`config.mk`:
```
export PLATFORM = sky130hd
export DESIGN_NAME = cocktail_shaker_sorter_top
export DESIGN_NICKNAME = d
export VERILOG_FILES = /design/src/sv/csort_pkg.sv /design/src/sv/csort_cs_unit.sv /design/src/sv/cocktail_shaker_sorter_top.sv
export SDC_FILE = /design/constraint.sdc
export NUM_CORES = 2
export LEC_CHECK = 0
export ABC_AREA = 1
export BUFFER_PORTS_ARGS = -buffer_cell sky130_fd_sc_hd__buf_4
export CAP_MARGIN = 20
export CORE_MARGIN = 5
export CORE_UTILIZATION = 65
export DETAILED_ROUTE_END_ITERATION = 12
export GPL_TIMING_DRIVEN = 1
export PLACE_DENSITY_LB_ADDON = 0.08
export REMOVE_ABC_BUFFERS = 1
export SYNTH_ARGS = -nofsm -noshare
export SYNTH_HDL_FRONTEND = slang
export SYNTH_HIERARCHICAL = 1
export SYNTH_SLANG_ARGS = --single-unit
export TNS_END_PERCENT = 20
```
`constraint.sdc`:
```
create_clock -name clk -period 7.85 [get_ports clk]
set_clock_uncertainty 0.05 [all_clocks]
set_input_delay 0.785 -clock clk [delete_from_list [all_inputs] [get_ports clk]]
set_output_delay 0.785 -clock clk [all_outputs]
set_load 0.05 [all_outputs]
```
`src/sv/csort_pkg.sv`:
```
// shared types and constants of the cocktail shaker sorter
`timescale 1ns / 1ps
`default_nettype none
package csort_pkg;

	localparam logic DIR_FWD = 1'b0;
	localparam logic DIR_BWD = 1'b1;

	typedef struct packed {
		logic swap;
	} cs_flags_t;

endpackage
`default_nettype wire

```
`src/sv/csort_cs_unit.sv`:
```
// compare-swap unit shared by forward and backward passes
`timescale 1ns / 1ps
`default_nettype none
module csort_cs_unit #(
	parameter int VALUE_WIDTH = 32
) (
	input  wire logic                   dir,
	input  wire logic [VALUE_WIDTH-1:0] cur,
	input  wire logic [VALUE_WIDTH-1:0] other,
	output csort_pkg::cs_flags_t        flags,
	output logic      [VALUE_WIDTH-1:0] wr_val,
	output logic      [VALUE_WIDTH-1:0] carry_val
);

	logic [VALUE_WIDTH-1:0] op_a;
	logic [VALUE_WIDTH-1:0] op_b;
	logic                   a_gt_b;

	// forward carries the max, backward carries the min
	assign op_a   = (dir == csort_pkg::DIR_FWD) ? cur : other;
	assign op_b   = (dir == csort_pkg::DIR_FWD) ? other : cur;
	assign a_gt_b = $signed(op_a) > $signed(op_b);

	assign flags.swap = a_gt_b;
	assign wr_val     = a_gt_b ? other : cur;
	assign carry_val  = a_gt_b ? cur : other;

endmodule
`default_nettype wire

```
`src/sv/cocktail_shaker_sorter_top.sv`:
```
// cocktail shaker sorter: list load, in-place sort and ordered readout
// Loads up to MAX_ELEMENTS signed values, one per item; the item flagged last ends
// the list (values past capacity are dropped, the last flag still counts). The list
// is then sorted ascending in a single-port-write, single-port-read store by one
// shared compare-swap unit: each compare-swap reads the store, then compares and
// writes back; each pass walks the neighbor pairs between the current bounds,
// and sorting ends after the first round without a swap. Each value is read out
// via a store read and the output register, then waits for out_ready; the next
// is read once it is taken. in_ready is high only while a list is being loaded.
`timescale 1ns / 1ps
`default_nettype none
module cocktail_shaker_sorter_top #(
	parameter int MAX_ELEMENTS = 64,
	parameter int VALUE_WIDTH  = 32
) (
	input  wire logic                   clk,
	input  wire logic                   arst_n,
	input  wire logic                   in_valid,
	output logic                        in_ready,
	input  wire logic [VALUE_WIDTH-1:0] value,
	input  wire logic                   last,
	output logic                        out_valid,
	input  wire logic                   out_ready,
	output logic      [VALUE_WIDTH-1:0] sorted_value,
	output logic                        end_of_list
);

	localparam int AW = $clog2(MAX_ELEMENTS);
	localparam int CW = $clog2(MAX_ELEMENTS + 1);

	localparam logic [3:0] S_LOAD  = 4'd0;
	localparam logic [3:0] S_ROUND = 4'd1;
	localparam logic [3:0] S_PASS  = 4'd2;
	localparam logic [3:0] S_LDCUR = 4'd3;
	localparam logic [3:0] S_RD    = 4'd4;
	localparam logic [3:0] S_CMP   = 4'd5;
	localparam logic [3:0] S_TAIL  = 4'd6;
	localparam logic [3:0] S_ORD   = 4'd7;
	localparam logic [3:0] S_OLD   = 4'd8;
	localparam logic [3:0] S_OWAIT = 4'd9;

	logic [3:0]             state_q;
	logic [CW-1:0]          cnt_q;
	logic [AW-1:0]          lo_q;
	logic [AW-1:0]          hi_q;
	logic [AW-1:0]          i_q;
	logic [AW-1:0]          k_q;
	logic                   dir_q;
	logic                   moved_q;
	logic [VALUE_WIDTH-1:0] cur_q;
	logic [VALUE_WIDTH-1:0] rdata_q;
	logic                   out_valid_q;
	logic [VALUE_WIDTH-1:0] out_value_q;
	logic                   out_last_q;

	logic [VALUE_WIDTH-1:0] mem [MAX_ELEMENTS];

	logic                   in_acc;
	logic                   has_room;
	logic [CW-1:0]          cnt_next;
	logic                   we;
	logic [AW-1:0]          waddr;
	logic [VALUE_WIDTH-1:0] wdata;
	logic [AW-1:0]          raddr;
	logic [AW-1:0]          i_step;
	logic                   k_is_last;

	csort_pkg::cs_flags_t   cs_flags;
	logic [VALUE_WIDTH-1:0] cs_wr;
	logic [VALUE_WIDTH-1:0] cs_carry;

	csort_cs_unit #(
		.VALUE_WIDTH(VALUE_WIDTH)
	) u_cs (
		.dir      (dir_q),
		.cur      (cur_q),
		.other    (rdata_q),
		.flags    (cs_flags),
		.wr_val   (cs_wr),
		.carry_val(cs_carry)
	);

	assign in_ready  = (state_q == S_LOAD);
	assign in_acc    = in_valid && in_ready;
	assign has_room  = cnt_q < CW'(MAX_ELEMENTS);
	assign cnt_next  = has_room ? cnt_q + CW'(1) : cnt_q;
	assign i_step    = (dir_q == csort_pkg::DIR_FWD) ? i_q + AW'(1) : i_q - AW'(1);
	assign k_is_last = CW'(k_q) == cnt_q - CW'(1);

	always_comb begin
		we    = 1'b0;
		waddr = cnt_q[AW-1:0];
		wdata = value;
		raddr = i_q;
		unique case (state_q)
			S_LOAD: begin
				we = in_acc && has_room;
			end
			S_RD: begin
				raddr = i_step;
			end
			S_CMP: begin
				we    = 1'b1;
				waddr = i_q;
				wdata = cs_wr;
			end
			S_TAIL: begin
				we    = 1'b1;
				waddr = i_q;
				wdata = cur_q;
			end
			S_ORD: begin
				raddr = k_q;
			end
			default: begin
			end
		endcase
	end

	// element store
	always_ff @(posedge clk) begin
		if (we) begin
			mem[waddr] <= wdata;
		end
		rdata_q <= mem[raddr];
	end

	always_ff @(posedge clk or negedge arst_n) begin
		if (!arst_n) begin
			state_q     <= S_LOAD;
			cnt_q       <= '0;
			lo_q        <= '0;
			hi_q        <= '0;
			i_q         <= '0;
			k_q         <= '0;
			dir_q       <= csort_pkg::DIR_FWD;
			moved_q     <= 1'b0;
			cur_q       <= '0;
			out_valid_q <= 1'b0;
		end else begin
			unique case (state_q)
				S_LOAD: begin
					if (in_acc) begin
						cnt_q <= cnt_next;
						if (last) begin
							lo_q <= '0;
							hi_q <= AW'(cnt_next - CW'(1));
							k_q  <= '0;
							if (cnt_next > CW'(1)) begin
								state_q <= S_ROUND;
							end else begin
								state_q <= S_ORD;
							end
						end
					end
				end
				S_ROUND: begin
					moved_q <= 1'b0;
					i_q     <= lo_q;
					dir_q   <= csort_pkg::DIR_FWD;
					if (lo_q < hi_q) begin
						state_q <= S_PASS;
					end else begin
						state_q <= S_ORD;
					end
				end
				S_PASS: begin
					state_q <= S_LDCUR;
				end
				S_LDCUR: begin
					cur_q   <= rdata_q;
					state_q <= S_RD;
				end
				S_RD: begin
					state_q <= S_CMP;
				end
				S_CMP: begin
					cur_q <= cs_carry;
					i_q   <= i_step;
					if (cs_flags.swap) begin
						moved_q <= 1'b1;
					end
					if ((dir_q == csort_pkg::DIR_FWD && i_step == hi_q) ||
					    (dir_q == csort_pkg::DIR_BWD && i_step == lo_q)) begin
						state_q <= S_TAIL;
					end else begin
						state_q <= S_RD;
					end
				end
				S_TAIL: begin
					if (dir_q == csort_pkg::DIR_FWD) begin
						hi_q  <= hi_q - AW'(1);
						i_q   <= hi_q - AW'(1);
						dir_q <= csort_pkg::DIR_BWD;
						if (hi_q - AW'(1) > lo_q) begin
							state_q <= S_PASS;
						end else begin
							state_q <= S_ORD;
						end
					end else begin
						lo_q <= lo_q + AW'(1);
						if (moved_q) begin
							state_q <= S_ROUND;
						end else begin
							state_q <= S_ORD;
						end
					end
				end
				S_ORD: begin
					state_q <= S_OLD;
				end
				S_OLD: begin
					out_valid_q <= 1'b1;
					state_q     <= S_OWAIT;
				end
				S_OWAIT: begin
					if (out_ready) begin
						out_valid_q <= 1'b0;
						if (out_last_q) begin
							cnt_q   <= '0;
							state_q <= S_LOAD;
						end else begin
							k_q     <= k_q + AW'(1);
							state_q <= S_ORD;
						end
					end
				end
				default: begin
					state_q <= S_LOAD;
				end
			endcase
		end
	end

	// output item register
	always_ff @(posedge clk) begin
		if (state_q == S_OLD) begin
			out_value_q <= rdata_q;
			out_last_q  <= k_is_last;
		end
	end

	assign out_valid    = out_valid_q;
	assign sorted_value = out_value_q;
	assign end_of_list  = out_last_q;

endmodule
`default_nettype wire
```
==> metrics.md <==
| Metric | Value |
|---|---|
| Status | `finished, final reports clean` |
| Max FO, Critical Path | `42` |
| Maxcap violations | `0` |
| Clock-pin slew on the worst setup and hold paths | `50 ps` |
| Pwr Density | `around 400 mW/mm^2` |
| Core area | `around 0.15 sq mm` |
| Yosys warns | `6` |
| Pre-CTS WS | `2300 ps` |
| Crit path setup slack, layout | `2230 ps` |
| Crit path launch | `state_q[2]$_DFFE_PN0P_` |
| M1 GR Usage | `0.482` |
| Mapped Cells | `9379` |
| Post-synth EDFFs | `between 2000 and 2500` |
| Layout cell share with drive strength beyond 1 | `0.0664` |
| DRC | `0` |
| Worst Tran Pin Value | `1150 ps` |
| Worst VDD drop | `about 0.42 mV` |
| Endpoint class of the critical path | `flop` |
| Commonest cells after routing, fill and taps aside | `nand3_1, edfxtp_1, nand2_1` |
| Synthesized cell area | `~0.1 sq mm` |
| Die height | `about 400 um` |
| Clock Tree Buf Depth | `3` |
| Initial antenna violation count | `9` |
| Met2 usage | `0.519` |
| Synth async-reset ratio | `0.0321` |
| Largest net degree at the start of global routing | `187` |
| Clock buffer count from CTS | `between 200 and 250` |
| Clk_lat worst skew | `about 860 ps` |
| Count of cell types in the netlist | `roughly 50` |
| Post-Layout Inst Area | `roughly 0.11 sq mm` |
| Mean Syn Cell Area | `approximately 11 sq um` |
| FP Rows | `approximately 140` |
| Net switching power | `18700 uW` |
| Design Power | `~43000 uW` |
| Multi-input gate area | `0.0262 sq mm` |
| Initial drt markers | `a little over 9000` |
| TritonRoute pass-1 iters | `8` |
| Sw frac | `0.435` |
| Dpl hpwl | `152 mm` |
| Pins Over Slew Limit | `0` |
| Setup crit start kind | `flop` |
| Leading cell type in the layout, fill and taps excluded | `nand3_1` |
| Reg-to-Reg Start | `state_q[2]$_DFFE_PN0P_` |
| Fin crit share | `0.716` |
| First-pass GRT wire length | `409 mm` |
| CTS Sinks | `~2200` |
| Primary FF master, synth | `edfxtp_1` |
| Remaining antenna violation count | `0` |
| Final #Nets | `9268` |
| CP arrival | `around 6000 ps` |
| Reg power frac | `0.357` |
| Setup_tns | `0 ps` |
| Io pins | `between 70 and 80` |
| Routing usage on met3 | `0.0709` |
| Routed wire length | `276 mm` |
| Leak | `~0.043 uW` |
| Crit path time final | `between 5000 and 6000 ps` |
| Number of fill cells | `between 10000 and 15000` |
| Register area share after synthesis | `0.657` |
| Die X | `400 um` |
| FMAX | `roughly 0.18 GHz` |
| Root Buffer | `clkbuf_16` |
| Port Buffers | `roughly 70` |
| Worst slew margin | `0.230` |
| Final setup viols | `0` |
| Finished Core Util | `0.712` |
| Via density | `6.06` |
| Area after DPL | `~0.1 sq mm` |
| Hold Startpoint | `out_ready` |
| Hold Fails Final Rpt | `0` |
| CTS tree | `built` |
| Seq. cell area | `around 0.065 sq mm` |
| GRT Max-Usage Layer | `met2` |
| Layout area overhead | `9.12%` |
| Required @ worst endpoint | `just over 8000 ps` |
| Register bit total from synthesis | `2183` |
| Setup Fix Bufs, Post-CTS | `0` |
| Int Power | `24300 uW` |
| Global Route Usage Sum | `0.343` |
| Via count | `69312` |
| Vias in the first global route | `about 65000` |
| Clock network fraction of design power | `0.229` |
| Starting Density | `0.652` |
| GP Congestion | `0.919` |
| Total grt overflow | `0` |
| Comb pwr share | `0.414` |
| Avg WL per Cell | `between 20 and 25 um` |
| DIE AREA | `0.160 sq mm` |
| RSZ-0062 raised after global routing | `false` |
| Crit Path Category | `reg -> reg` |
| Worst Hold Class | `in -> reg` |
| Htree depth | `4` |
==> per-stage QoR <==
stage,hold WS (ps),std cells
6_report,237,11430
5_1_grt,251,11424
4_1_cts,61.5,11413
3_5_place_dp,443,11009
3_3_place_gp,429,11003
2_1_floorplan,416,8788
==> flip-flops by register name (all words and copies together), names as in the netlist <==
signal and flops:
moved_q 1, k_q 6, mem 2048, i_q 6, rdata_q 32, end_of_list 1
hi_q 6, state_q 4, cur_q 32, dir_q 1, lo_q 6, cnt_q 7
sorted_value 32, out_valid 1
==> cells by family (layout without fill, tap and decap cells) <==
family | Yosys count | count (layout) | synth area share
buf+inv | 2057 | 2072 | 0.0846
other cells | 0 | 6 | 0
compound gates | 210 | 210 | 0.0127
flops | 2183 | 2183 | 0.657
simple gates | 4876 | 4876 | 0.240
fa+ha+maj | 25 | 25 | 0.00324
xor+xnor | 28 | 28 | 0.00262
==> layout make-up <==
| cell class | count | share of cell area |
|---|---|---|
| Inverter | 1466 | 0.0513 |
| Timing Repair Buffer | 202 | 0.0188 |
| Multi-Input combinational cell | 5139 | 0.243 |
| Sequential cell | 2183 | 0.602 |
| Clock buffer | 265 | 0.0525 |
| Clock inverter | 139 | 0.00958 |
| Antenna cell | 6 | 0.000139 |
| Tap cell | 2030 | 0.0236 |
==> worst max-delay path, stage by stage, from the launching register on <==
cell,delay [ps]
dfrtp_1,430
inv_2,90
nor2_4,60
nand2_2,780
inv_2,310
nor2_4,540
inv_2,320
nand2_1,130
o21ai_1,160
nor2_1,340
nand3_2,770
nor2_4,1150
==> power groups by stage <==
| stage | clock network (uW) | registers, uW | logic [uW] |
|---|---|---|---|
| 4_1_cts | 9910 | 15300 | 17400 |
| 3_3_place_gp | 0 | 15600 | 17000 |
| 3_5_place_dp | 0 | 15600 | 17300 |
| 6_report | 9850 | 15400 | 17800 |
| 5_1_grt | 10400 | 15400 | 19000 |
| 2_1_floorplan | 0 | 15500 | 11000 |
==> routing by layer <==
layer | up-vias | share of wire
li1 | 31491 | -
met1 | 33403 | 0.38
met2 | 3861 | 0.45
met3 | 553 | 0.11
met4 | 4 | 0.053
met5 | - | 0.000094
==> cell usage after synthesis, types with 19 or more instances <==
cell type     n  area share
nand3_1    2165        0.11
edfxtp_1   2081        0.63
nand2_1    1790       0.068
inv_1      1452       0.055
nand3b_1    641       0.049
buf_2       358       0.018
nor2_1      162      0.0062
clkbuf_1    125      0.0047
o21ai_0      79      0.0040
nand4_1      73      0.0046
dfrtp_1      70       0.018
buf_1        64      0.0024
o22ai_1      42      0.0027
buf_4        37      0.0028
o211ai_1     35      0.0027
a21oi_1      32      0.0016
dfxtp_1      32      0.0065
ha_1         24      0.0030
xor2_1       19      0.0017
==> final timing paths <==
kind | end | depth (start not counted) | slack (ps)
hold reg to reg | out_valid$_DFFE_PN0P_ | 2 | 460
setup reg to reg | mem[3][22]$_DFFE_PP_ | 11 | 2230
max in group asynchronous | cur_q[11]$_DFFE_PN0P_ | 3 | 6860
hold / removal | out_valid$_DFFE_PN0P_ | 4 | 240
min in group asynchronous | cur_q[27]$_DFFE_PN0P_ | 2 | 250
setup / recovery | mem[3][22]$_DFFE_PP_ | 11 | 2230
==> repair_timing <==
| action | CTS | global route |
|---|---|---|
| endpoints found under the hold margin | 0 | 8 |
| gates resized for setup | 0 | 0 |
| hold buffers | 0 | 1 |
No activity file was read; power rests on OpenSTA's default activity.
